==> src/sv/range_lookaside_cache_top_macros.svh <==
// assertion macros for the range lookaside cache
// used by modules that check their own control logic; needs clk and rst_n in scope
`ifndef RANGE_LOOKASIDE_CACHE_TOP_MACROS_SVH
`define RANGE_LOOKASIDE_CACHE_TOP_MACROS_SVH

`ifndef SYNTH
// same-cycle implication
`define RLC_ASSERT_IMP(lbl, ante, cons) \
    lbl: assert property (@(posedge clk) disable iff (!rst_n) (ante) |-> (cons)) \
        else $error("rlc assertion failed");
// next-cycle implication
`define RLC_ASSERT_NEXT(lbl, ante, cons) \
    lbl: assert property (@(posedge clk) disable iff (!rst_n) (ante) |=> (cons)) \
        else $error("rlc assertion failed");
`else
`define RLC_ASSERT_IMP(lbl, ante, cons)
`define RLC_ASSERT_NEXT(lbl, ante, cons)
`endif

`endif

==> src/sv/rlc_pkg.sv <==
// shared types and constants for the range lookaside cache
// no dependencies
package rlc_pkg;

    localparam int SLOTS  = 8;
    localparam int SLOT_W = $clog2(SLOTS);

    typedef logic [SLOT_W-1:0] slot_idx_t;

    typedef struct packed {
        logic [31:0] pool;
        logic [31:0] base;
        logic [31:0] limit;
        logic [31:0] chunk;
        logic [15:0] index;
    } slot_entry_t;

    // write request from the sequencer into the slot store
    typedef struct packed {
        logic        en;
        slot_idx_t   slot;
        slot_entry_t entry;
    } store_wr_t;

    // key presented to the compare unit
    typedef struct packed {
        logic [31:0] pool;
        logic [31:0] addr;
    } look_key_t;

endpackage

==> src/sv/rlc_if.sv <==
// request and response channel interfaces for the range lookaside cache
// no dependencies
interface rlc_req_if;
    logic        valid;
    logic        ready;
    logic        cmd;
    logic [31:0] pool_tag;
    logic [31:0] block_addr;
    logic [31:0] region_base;
    logic [31:0] region_size;
    logic [31:0] chunk_ref;
    logic [15:0] chunk_index;

    modport source (output valid, cmd, pool_tag, block_addr, region_base, region_size,
                    chunk_ref, chunk_index, input ready);
    modport sink (input valid, cmd, pool_tag, block_addr, region_base, region_size,
                  chunk_ref, chunk_index, output ready);
endinterface

interface rlc_rsp_if;
    logic        valid;
    logic        ready;
    logic        hit;
    logic [31:0] found_chunk;
    logic [15:0] found_index;

    modport source (output valid, hit, found_chunk, found_index, input ready);
    modport sink (input valid, hit, found_chunk, found_index, output ready);
endinterface

==> src/sv/rlc_slot_store.sv <==
// slot storage of the range lookaside cache: one write port, one read port
// depends on rlc_pkg
module rlc_slot_store
    import rlc_pkg::*;
(
    input  logic        clk,
    input  logic        rst_n,
    input  store_wr_t   wr,
    input  slot_idx_t   rd_slot,
    output slot_entry_t rd_entry,
    output logic        rd_valid
);

    slot_entry_t            slot_mem [SLOTS];
    logic [SLOTS-1:0]       written_reg;

    always_ff @(posedge clk or negedge rst_n)
    begin
        if (!rst_n)
        begin
            written_reg <= '0;
        end
        else if (wr.en)
        begin
            written_reg[wr.slot] <= 1'b1;
        end
    end

    always_ff @(posedge clk)
    begin
        if (wr.en)
        begin
            slot_mem[wr.slot] <= wr.entry;
        end
    end

    // a slot never written since reset reads as empty
    assign rd_entry = written_reg[rd_slot] ? slot_mem[rd_slot] : '0;
    assign rd_valid = (rd_entry.chunk != 32'd0);

endmodule

==> src/sv/rlc_match_unit.sv <==
// shared compare unit: checks one slot against the lookup key
// depends on rlc_pkg
module rlc_match_unit
    import rlc_pkg::*;
(
    input  slot_entry_t entry,
    input  logic        entry_valid,
    input  look_key_t   key,
    output logic        match
);

    logic pool_eq;
    logic above_base;
    logic below_limit;

    assign pool_eq     = (entry.pool == key.pool);
    assign above_base  = (key.addr >= entry.base);
    assign below_limit = (key.addr < entry.limit);
    assign match       = entry_valid && pool_eq && above_base && below_limit;

endmodule

==> src/sv/rlc_seq.sv <==
// sequencer: takes requests, walks the slots one per cycle, holds the result register
// depends on rlc_pkg, rlc_if and the assertion macro header
`include "range_lookaside_cache_top_macros.svh"

module rlc_seq
    import rlc_pkg::*;
(
    input  logic        clk,
    input  logic        rst_n,
    rlc_req_if.sink     req,
    rlc_rsp_if.source   rsp,
    output store_wr_t   wr,
    output slot_idx_t   rd_slot,
    output look_key_t   key,
    input  slot_entry_t rd_entry,
    input  logic        slot_match
);

    typedef enum logic [2:0] {
        ST_IDLE   = 3'b001,
        ST_LOOKUP = 3'b010,
        ST_INSERT = 3'b100
    } seq_state_t;

    localparam slot_idx_t LAST_SLOT = slot_idx_t'(SLOTS - 1);

    seq_state_t  state_reg, state_next;
    slot_idx_t   cur_reg, cur_next;
    slot_idx_t   cnt_reg, cnt_next;
    slot_idx_t   last_hit_reg, last_hit_next;
    slot_idx_t   ins_ptr_reg, ins_ptr_next;
    logic        out_valid_reg, out_valid_next;

    logic        cmd_reg, cmd_next;
    logic [31:0] pool_reg, pool_next;
    logic [31:0] addr_reg, addr_next;
    logic [31:0] base_reg, base_next;
    logic [31:0] size_reg, size_next;
    logic [31:0] chunk_reg, chunk_next;
    logic [15:0] index_reg, index_next;

    logic        res_hit_reg, res_hit_next;
    logic [31:0] res_chunk_reg, res_chunk_next;
    logic [15:0] res_index_reg, res_index_next;

    logic        out_free;

    function automatic slot_idx_t wrap_inc(input slot_idx_t s);
        return (s == LAST_SLOT) ? '0 : s + slot_idx_t'(1);
    endfunction

    assign out_free  = !out_valid_reg || rsp.ready;
    assign req.ready = (state_reg == ST_IDLE);

    assign rsp.valid       = out_valid_reg;
    assign rsp.hit         = res_hit_reg;
    assign rsp.found_chunk = res_chunk_reg;
    assign rsp.found_index = res_index_reg;

    assign rd_slot  = cur_reg;
    assign key.pool = pool_reg;
    assign key.addr = addr_reg;

    always_comb
    begin
        state_next     = state_reg;
        cur_next       = cur_reg;
        cnt_next       = cnt_reg;
        last_hit_next  = last_hit_reg;
        ins_ptr_next   = ins_ptr_reg;
        out_valid_next = out_valid_reg && !rsp.ready;
        cmd_next       = cmd_reg;
        pool_next      = pool_reg;
        addr_next      = addr_reg;
        base_next      = base_reg;
        size_next      = size_reg;
        chunk_next     = chunk_reg;
        index_next     = index_reg;
        res_hit_next   = res_hit_reg;
        res_chunk_next = res_chunk_reg;
        res_index_next = res_index_reg;

        wr.en          = 1'b0;
        wr.slot        = ins_ptr_reg;
        wr.entry.pool  = pool_reg;
        wr.entry.base  = base_reg;
        wr.entry.limit = base_reg + size_reg;
        wr.entry.chunk = chunk_reg;
        wr.entry.index = index_reg;

        case (state_reg)
            ST_IDLE:
            begin
                if (req.valid)
                begin
                    cmd_next   = req.cmd;
                    pool_next  = req.pool_tag;
                    addr_next  = req.block_addr;
                    base_next  = req.region_base;
                    size_next  = req.region_size;
                    chunk_next = req.chunk_ref;
                    index_next = req.chunk_index;
                    cur_next   = last_hit_reg;
                    cnt_next   = '0;
                    state_next = req.cmd ? ST_INSERT : ST_LOOKUP;
                end
            end
            ST_INSERT:
            begin
                if (out_free)
                begin
                    wr.en          = 1'b1;
                    res_hit_next   = 1'b0;
                    res_chunk_next = '0;
                    res_index_next = '0;
                    out_valid_next = 1'b1;
                    last_hit_next  = ins_ptr_reg;
                    ins_ptr_next   = wrap_inc(ins_ptr_reg);
                    state_next     = ST_IDLE;
                end
            end
            ST_LOOKUP:
            begin
                if (slot_match)
                begin
                    if (out_free)
                    begin
                        res_hit_next   = 1'b1;
                        res_chunk_next = rd_entry.chunk;
                        res_index_next = rd_entry.index;
                        out_valid_next = 1'b1;
                        last_hit_next  = cur_reg;
                        state_next     = ST_IDLE;
                    end
                end
                else if (cnt_reg == LAST_SLOT)
                begin
                    // every slot checked, report a miss
                    if (out_free)
                    begin
                        res_hit_next   = 1'b0;
                        res_chunk_next = '0;
                        res_index_next = '0;
                        out_valid_next = 1'b1;
                        state_next     = ST_IDLE;
                    end
                end
                else
                begin
                    cur_next = wrap_inc(cur_reg);
                    cnt_next = cnt_reg + slot_idx_t'(1);
                end
            end
            default:
            begin
                state_next = ST_IDLE;
            end
        endcase
    end

    always_ff @(posedge clk or negedge rst_n)
    begin
        if (!rst_n)
        begin
            state_reg     <= ST_IDLE;
            cur_reg       <= '0;
            cnt_reg       <= '0;
            last_hit_reg  <= '0;
            ins_ptr_reg   <= '0;
            out_valid_reg <= 1'b0;
        end
        else
        begin
            state_reg     <= state_next;
            cur_reg       <= cur_next;
            cnt_reg       <= cnt_next;
            last_hit_reg  <= last_hit_next;
            ins_ptr_reg   <= ins_ptr_next;
            out_valid_reg <= out_valid_next;
        end
    end

    always_ff @(posedge clk)
    begin
        cmd_reg       <= cmd_next;
        pool_reg      <= pool_next;
        addr_reg      <= addr_next;
        base_reg      <= base_next;
        size_reg      <= size_next;
        chunk_reg     <= chunk_next;
        index_reg     <= index_next;
        res_hit_reg   <= res_hit_next;
        res_chunk_reg <= res_chunk_next;
        res_index_reg <= res_index_next;
    end

    // the latched command must agree with the branch taken
    `RLC_ASSERT_IMP(a_cmd_state, state_reg == ST_INSERT, cmd_reg)
    // an insert leaves its slot as the last hit
    `RLC_ASSERT_NEXT(a_insert_last_hit, state_reg == ST_INSERT && out_free,
                     last_hit_reg == $past(ins_ptr_reg))
    // a new result only comes out of a working state
    `RLC_ASSERT_IMP(a_result_source, $rose(out_valid_reg), $past(state_reg) != ST_IDLE)
    // a hit always names a valid slot
    `RLC_ASSERT_IMP(a_hit_nonzero, out_valid_reg && res_hit_reg, res_chunk_reg != 32'd0)
    // a miss or insert result carries zero fields
    `RLC_ASSERT_IMP(a_miss_zero, out_valid_reg && !res_hit_reg,
                    res_chunk_reg == 32'd0 && res_index_reg == 16'd0)

endmodule

==> src/sv/range_lookaside_cache_top.sv <==
// range lookaside cache: a fully associative cache of address ranges
// lookup or insert requests on req, one result beat per request on rsp
// one request at a time; lookup compares one slot per cycle, rotating from the last hit
// the result register loads at the edge that ends the work: for an insert once the
// output register is free, for a lookup at a matching slot or after the last slot
// req.ready is high only while the sequencer is idle, so a new request is not
// accepted until the previous one has finished its work; the single compare
// unit walking the slots sets this pace
// the next request may be accepted while the previous result still waits in the
// output register
// a stalled rsp holds its beat; a finished request waits until the register frees
// reset empties all slots (valid bits cleared) and sets all slot pointers to zero
// depends on rlc_pkg, rlc_if, rlc_slot_store, rlc_match_unit, rlc_seq
module range_lookaside_cache_top
    import rlc_pkg::*;
(
    input  logic      clk,
    input  logic      rst_n,
    rlc_req_if.sink   req,
    rlc_rsp_if.source rsp
);

    store_wr_t   wr;
    slot_idx_t   rd_slot;
    slot_entry_t rd_entry;
    logic        rd_valid;
    look_key_t   key;
    logic        slot_match;

    rlc_slot_store u_store (
        .clk      (clk),
        .rst_n    (rst_n),
        .wr       (wr),
        .rd_slot  (rd_slot),
        .rd_entry (rd_entry),
        .rd_valid (rd_valid)
    );

    rlc_match_unit u_match (
        .entry       (rd_entry),
        .entry_valid (rd_valid),
        .key         (key),
        .match       (slot_match)
    );

    rlc_seq u_seq (
        .clk        (clk),
        .rst_n      (rst_n),
        .req        (req),
        .rsp        (rsp),
        .wr         (wr),
        .rd_slot    (rd_slot),
        .key        (key),
        .rd_entry   (rd_entry),
        .slot_match (slot_match)
    );

endmodule
==> src/flat_wrapper.sv <==
// flat-port wrapper written by rule: the top's interface ports become plain ports
module range_lookaside_cache_top_flat import rlc_pkg::*;
  (clk, rst_n, req_valid, req_cmd, req_pool_tag, req_block_addr, req_region_base, req_region_size, req_chunk_ref, req_chunk_index, req_ready, rsp_valid, rsp_hit, rsp_found_chunk, rsp_found_index, rsp_ready);
  rlc_req_if req_i ();
  rlc_rsp_if rsp_i ();
  input  logic clk;
  input  logic rst_n;
  input wire logic [$bits(req_i.valid)-1:0] req_valid;
  input wire logic [$bits(req_i.cmd)-1:0] req_cmd;
  input wire logic [$bits(req_i.pool_tag)-1:0] req_pool_tag;
  input wire logic [$bits(req_i.block_addr)-1:0] req_block_addr;
  input wire logic [$bits(req_i.region_base)-1:0] req_region_base;
  input wire logic [$bits(req_i.region_size)-1:0] req_region_size;
  input wire logic [$bits(req_i.chunk_ref)-1:0] req_chunk_ref;
  input wire logic [$bits(req_i.chunk_index)-1:0] req_chunk_index;
  output wire logic [$bits(req_i.ready)-1:0] req_ready;
  output wire logic [$bits(rsp_i.valid)-1:0] rsp_valid;
  output wire logic [$bits(rsp_i.hit)-1:0] rsp_hit;
  output wire logic [$bits(rsp_i.found_chunk)-1:0] rsp_found_chunk;
  output wire logic [$bits(rsp_i.found_index)-1:0] rsp_found_index;
  input wire logic [$bits(rsp_i.ready)-1:0] rsp_ready;
  assign req_i.valid = req_valid;
  assign req_i.cmd = req_cmd;
  assign req_i.pool_tag = req_pool_tag;
  assign req_i.block_addr = req_block_addr;
  assign req_i.region_base = req_region_base;
  assign req_i.region_size = req_region_size;
  assign req_i.chunk_ref = req_chunk_ref;
  assign req_i.chunk_index = req_chunk_index;
  assign req_ready = req_i.ready;
  assign rsp_valid = rsp_i.valid;
  assign rsp_hit = rsp_i.hit;
  assign rsp_found_chunk = rsp_i.found_chunk;
  assign rsp_found_index = rsp_i.found_index;
  assign rsp_i.ready = rsp_ready;
  range_lookaside_cache_top u_core (.clk(clk), .rst_n(rst_n), .req(req_i), .rsp(rsp_i));
endmodule
==> config.mk <==
export PLATFORM = sky130hd
export DESIGN_NAME = range_lookaside_cache_top_flat
export DESIGN_NICKNAME = d
export VERILOG_FILES = /design/src/sv/rlc_pkg.sv /design/src/sv/rlc_if.sv /design/src/sv/rlc_slot_store.sv /design/src/sv/rlc_match_unit.sv /design/src/sv/rlc_seq.sv /design/src/sv/range_lookaside_cache_top.sv /design/src/flat_wrapper.sv
export VERILOG_INCLUDE_DIRS = /design/src /design/src/sv
export SDC_FILE = /design/constraint.sdc
export NUM_CORES = 2
export LEC_CHECK = 0
export ABC_AREA = 1
export BUFFER_PORTS_ARGS = -buffer_cell sky130_fd_sc_hd__buf_2
export CAP_MARGIN = 20
export CORE_MARGIN = 8
export CORE_UTILIZATION = 35
export CTS_CLUSTER_DIAMETER = 80
export CTS_CLUSTER_SIZE = 16
export DETAILED_ROUTE_END_ITERATION = 8
export GPL_ROUTABILITY_DRIVEN = 0
export PLACE_DENSITY = 0.56
export RECOVER_POWER = 100
export SLEW_MARGIN = 30
export SYNTH_ARGS = -nofsm -noshare
export SYNTH_HDL_FRONTEND = slang
export SYNTH_HIERARCHICAL = 1
export SYNTH_SLANG_ARGS = --single-unit
==> constraint.sdc <==
create_clock -name clk -period 19.4 [get_ports clk]
set_input_delay 0.97 -clock clk [delete_from_list [all_inputs] [get_ports clk]]
set_output_delay 0.97 -clock clk [all_outputs]
set_load 0.01 [all_outputs]
Word level (Yosys, flattened, before mapping). Memory sizes are Yosys's and may differ from the RTL's. Cells that the tools add are included.

RAM bits: 1152. Bits in read-only memories: 0. Memories kept: 1. Logic and storage cells: 107. Latch bits: 0. Register bits after elaboration: 249.

Reduce and logical (&&, ||, !) cells: 17. Add/subtract/negate cells: 4. Div/mod/pow operators: 0. Shift-type cells: 0. $mul: 0. $lt $le $gt $ge: 5. Muxes and demuxes: 48. Equal/unequal tests: 15. Bitwise gates (word level): 1.

Memories: u_core.u_store.slot_mem (depth 8, bits a word 144, read ports 1, clocked after Yosys merged registers in 0, write ports 1, RTL line rlc_slot_store.sv:14) `slot_entry_t slot_mem [SLOTS];`.

Operator list (count): $mux W144 (1); $mux W32 (4); $mux W16 (4); $pmux W32 S2 (1); $mux W3 (16); $add A32 B32 Y32 (1); $eq A32 B32 Y1 (1); $ge A32 B32 Y1 (1); $lt A32 B32 Y1 (1); $pmux W16 S2 (1); $reduce_bool A32 Y1 (1); $pmux W3 S2 (3); $mux W1 (13); $eq A3 B3 Y1 const B (4); $ne A2 B2 Y1 const B (5); $add A3 B1 Y3 const B (3); $pmux W3 S3 (1); $lt A3 B4 Y1 const B (2); $or A8 B8 Y8 (1); $reduce_and A4 Y1 (2); $reduce_and A2 Y1 (3); $logic_and A1 B1 Y1 (5); $pmux W1 S2 (2); $reduce_bool A2 Y1 (2); 11 further kinds (12).

Logic depth before layout (Yosys ltp).
Depth after elaboration: 9. Mapped depth: 32.

By module. Netlist, hierarchy kept.

Modules (own cells, without submodules): rlc_slot_store (area an instance 46583.4 µm², cells an instance 3905, times used 1, seq. area each 34793.4 µm²); rlc_seq (area an instance 10876.7 µm², cells an instance 1011, times used 1, seq. area each 7158.1 µm²); rlc_match_unit (area an instance 2268.4 µm², cells an instance 413, times used 1, seq. area each 0.0 µm²).

Least setup slack after synthesis. OpenSTA, ideal clock, no wires.

Kind: input to register. Start: in rsp_ready. End: mem u_core/u_store/slot_mem[3][0] (netlist bit) (enable). Data required time: 18.751 ns. Library setup time: 0.649 ns. Cell stages on the path: 6. Path slack: 11.217 ns. Arrival time: 7.534 ns. Cells stage by stage: nor2_1 -> inv_1 -> nand2_1 -> inv_1 -> nand2_1 -> nor2_1.

RTL lines: from (decl) (RTL line flat_wrapper.sv:21) `input wire logic [$bits(rsp_i.ready)-1:0] rsp_ready;`; to (decl) (RTL line rlc_slot_store.sv:14).

==> results by group <==
Placed design
  • Placed cell areas: around 0.063 mm2
  • Placement-stage worst setup slack: 11.72 ns
  • HPWL reported at the end of detailed placement: 88800 um
  • IO buf count: 231
  • Number of placed cells counting well taps: 7535

Timing
  • Final critical path time including I/O delays and setup: 12.23 ns
  • Worst hold slack: roughly 0.41 ns
  • Unrepaired setup endpoints after global routing: false
  • Post-Route Skew: 0.0325 ns
  • Endpoints failing setup: 0
  • Count of pins over their slew limit: 1552
  • Worst-Margin Slew: 9.37 ns
  • Relative slew slack: -525%
  • Final hold vios: 0
  • Final setup slack of the worst path: 7.17 ns
  • Summed negative setup slack over all endpoints: 0 ns
  • Final period util: 63.0%
  • Maximum operating frequency: 81.8 MHz

Job
  • Max-cap violations: 29

Logic synthesis
  • XOR/XNOR share of the synthesized area: 0.352%
  • Number of instances in the synthesized netlist: between 5000 and 6000
  • Adder-Cell Fraction of Synth Area: about 2.1%
  • Largest family of logic cells by synthesized area: simple AND/OR/NAND/NOR gates
  • Cell type with the highest aggregate area in the netlist: sky130_fd_sc_hd__edfxtp_1
  • Biggest area contributors in the synthesized netlist: sky130_fd_sc_hd__edfxtp_1, sky130_fd_sc_hd__nand2_1, sky130_fd_sc_hd__o21ai_0
  • Mux cell area share after synthesis: 0%
  • Synthesized net count: 5611
  • Simple-gate share of the synthesized area: 14.2%
  • List of most frequent post-synthesis cells: sky130_fd_sc_hd__edfxtp_1, sky130_fd_sc_hd__nand2_1, sky130_fd_sc_hd__nor2_1
  • Fraction of post-synthesis cell area in the top cell type by area: 69.2%
  • Synth unique cells: 38
  • Dominant synthesized flop cell: sky130_fd_sc_hd__edfxtp_1
  • Post-synthesis compound-gate area fraction: roughly 7.4%
  • Number of warnings reported in the yosys synthesis log: 6
  • Mean post-synth cell area: 11.2 um2
  • Most used standard cell by instance count after synthesis: sky130_fd_sc_hd__edfxtp_1
  • Part of the Yosys area used for sequential elements: 70.2%
  • Fraction of synthesis flops using an asynchronous set or reset pin: 1.71%
  • Number of synthesized flops with an enable pin: 1377
  • Synthesized cell area: 0.0597 mm2
  • Flip-flop and latch count after synthesis: 1401

Clock network
  • Hold buffers post-CTS: 0
  • Total clock buffers created by CTS: 104
  • Clock tree from TritonCTS: built
  • Number of H-tree branching levels: 3
  • Buffer cell driving the clock tree root: sky130_fd_sc_hd__clkbuf_16
  • Clock sinks: 1401
  • Maximum buffer depth of the clock tree: 3
  • Quantity of gates resized following cts: 0
  • Worst-Skew Late Latency: between 0.7 and 0.8 ns
  • Number of buffers inserted to repair setup after CTS: 0
  • Clock transition at the registers of the reported paths: 0.08 ns

Global routing
  • Pin count of the biggest net entering global routing: 127
  • All-layer global routing usage: 16.5%
  • Grt ovf: 0
  • Met3 global-route usage: 2.39%
  • Met1 layer usage reported by global route: 21.5%
  • Routing layer with the top usage in global route: met2
  • Number of global-route vias before repair: 36995
  • Grt met2 use: between 20 and 30%
  • Global-route wire length before repair: 235000 um
  • Antenna violations before repair: 8

Setup path
  • Data arrival time of the critical path: 12.29 ns
  • Startpoint-to-endpoint class of the critical path: register to register
  • Worst-path fanout max: 98
  • Data required time of the worst path: 19.46 ns
  • Reg2Reg Depth: 11
  • Critical path endpoint category: register
  • Reg2reg start: u_core/u_seq/rsp.valid
  • Reg2Reg Capture Point: u_core/u_store/slot_mem[4][106]
  • Category of the worst setup path launch point: register
  • Reg-to-reg setup timing slack: 7.17 ns

Die
  • Area of the core: between 0.15 and 0.2 mm2
  • Die Outline Area: 0.184 mm2
  • Die W: 429 um
  • Vertical extent of the die: 429 um
  • Row count: 151
  • Starting Density: 35.2%
  • Ports placed on the boundary: 232

Power
  • Int Power: 0.00577 W
  • Switching share of power: 38.7%
  • Leakage power figure: 25.0 nW
  • Power share of the sequential group: 43.0%
  • Peak supply drop: 0.117 mV
  • Cell area power density: 144 mW/mm2
  • Combinational Power Share: 35.1%
  • Clock share of power: 21.9%
  • Net switching power: between 0.003 and 0.004 W

Worst hold path
  • Hold Path Origin: req_chunk_ref[17]
  • Instance count along the most critical hold path: 1
  • Hold worst-path end: u_core/u_seq/chunk_reg[17]
  • Worst hold-check path type: primary input to register

Drt
  • Antenna-violating nets left: 0
  • Drt total wl: approximately 160000 um
  • Final routed DRC violation total: 0
  • Wire per inst: between 20 and 25 um
  • First-pass DRT Iterations: 5
  • Average via count per standard cell: approximately 4.9
  • Drt initial violations: 3149
  • Via Count: 38007

Final layout
  • Register ranked first by flip-flop count: u_core/u_store/slot_mem
  • Post-layout net count: 5708
  • Synth-to-layout area growth: 9.64%
  • Number of fill cells in the layout: approximately 16000
  • Proportion of layout cells with a drive suffix above 1: 5.12%
  • Design Area, Final: 0.0655 mm2
  • Flip-flop count of the largest register after layout: 1152
  • Non-Filler Instances: 7684

Outcome
  • Violated checks: max-capacitance violations, max-slew violations
  • Result of the run: finished, violations left
stage by stage:
step | utilization (%) | power [W]
2_1_floorplan | - | 0.00634
3_3_place_gp | 37.0 | 0.00738
3_5_place_dp | 37.1 | 0.00741
4_1_cts | 38.9 | 0.00949
5_1_grt | 38.6 | 0.0101
6_report | 38.6 | 0.00942
worst max-delay path, cell delays in order (launching register included):
cell,delay (ns)
sky130_fd_sc_hd__dfrtp_1,0.41
sky130_fd_sc_hd__inv_1,0.10
sky130_fd_sc_hd__nor2_4,0.03
sky130_fd_sc_hd__clkbuf_1,0.85
sky130_fd_sc_hd__inv_1,0.22
sky130_fd_sc_hd__nand2_1,0.15
sky130_fd_sc_hd__inv_1,0.19
sky130_fd_sc_hd__nand2_1,0.27
sky130_fd_sc_hd__nor2_4,0.14
sky130_fd_sc_hd__clkbuf_1,1.72
sky130_fd_sc_hd__clkbuf_1,1.45
sky130_fd_sc_hd__clkbuf_1,5.91
worst max-delay path by stage:
stage,cells after the start,end,start
floorplan,6,u_core/u_store/slot_mem[3][0],rsp_ready
global placement,23,u_core/u_seq/rsp.found_index[13],u_core/u_seq/rd_slot[0]
detailed placement,24,u_core/u_seq/last_hit_reg[0],u_core/u_seq/rd_slot[0]
CTS,24,u_core/u_seq/last_hit_reg[0],u_core/u_seq/rd_slot[0]
global route,24,u_core/u_seq/last_hit_reg[1],u_core/u_seq/rd_slot[0]
finish,11,u_core/u_store/slot_mem[4][106],u_core/u_seq/rsp.valid
cell type report:
class | count | area (um2) | area share [%]
Sequential cell | 1401 | 42000 | 64.1
Clock inverter | 25 | 287 | 0.438
Antenna cell | 2 | 5.00 | 0.00764
Multi-Input combinational cell | 3118 | 14400 | 22.1
Timing Repair Buffer | 283 | 1340 | 2.05
Inverter | 518 | 1970 | 3.00
Clock buffer | 119 | 2710 | 4.14
Tap cell | 2218 | 2780 | 4.24
placed cells by master, fill, tap and decap left out, drive strengths merged, types with 2 or more instances in the layout:
cell type	count
edfxtp	1377
nand2	1356
nor2	602
o21ai	527
inv	523
clkbuf	274
o22ai	226
nand3	190
buf	128
ha	100
a21oi	51
dfrtp	23
xor2	15
clkinv	13
nand4	9
xnor2	9
nor3	9
clkinvlp	5
o21a	5
a21o	4
o211ai	4
o21bai	3
a31oi	3
diode	2
bufinv	2
nor4	2
or2	2
metal layers:
layer	share of wire (%)	routed length [um]
met1	44	69100
met2	48	76400
met4	3.5	5510
met5	0.016	26
met3	4.7	7500
logic make-up (layout without fill, tap and decap cells):
logic type	after synthesis	count (layout)
DFF	1401	1401
and+or+nand+nor	2170	2170
buffers and inverters	810	945
AOI/OAI and AO/OA	823	823
xor gates and xnor gates	24	24
adders and majority gates	101	101
other	0	2
power groups by stage:
stage	Clock (W)	Combinational (W)	Sequential (W)
detailed placement	0	0.00331	0.00410
global placement	0	0.00328	0.00409
floorplan	0	0.00237	0.00397
CTS	0.00213	0.00333	0.00403
global route	0.00222	0.00376	0.00408
finish	0.00206	0.00330	0.00405
(Power assumes the default switching activity.)
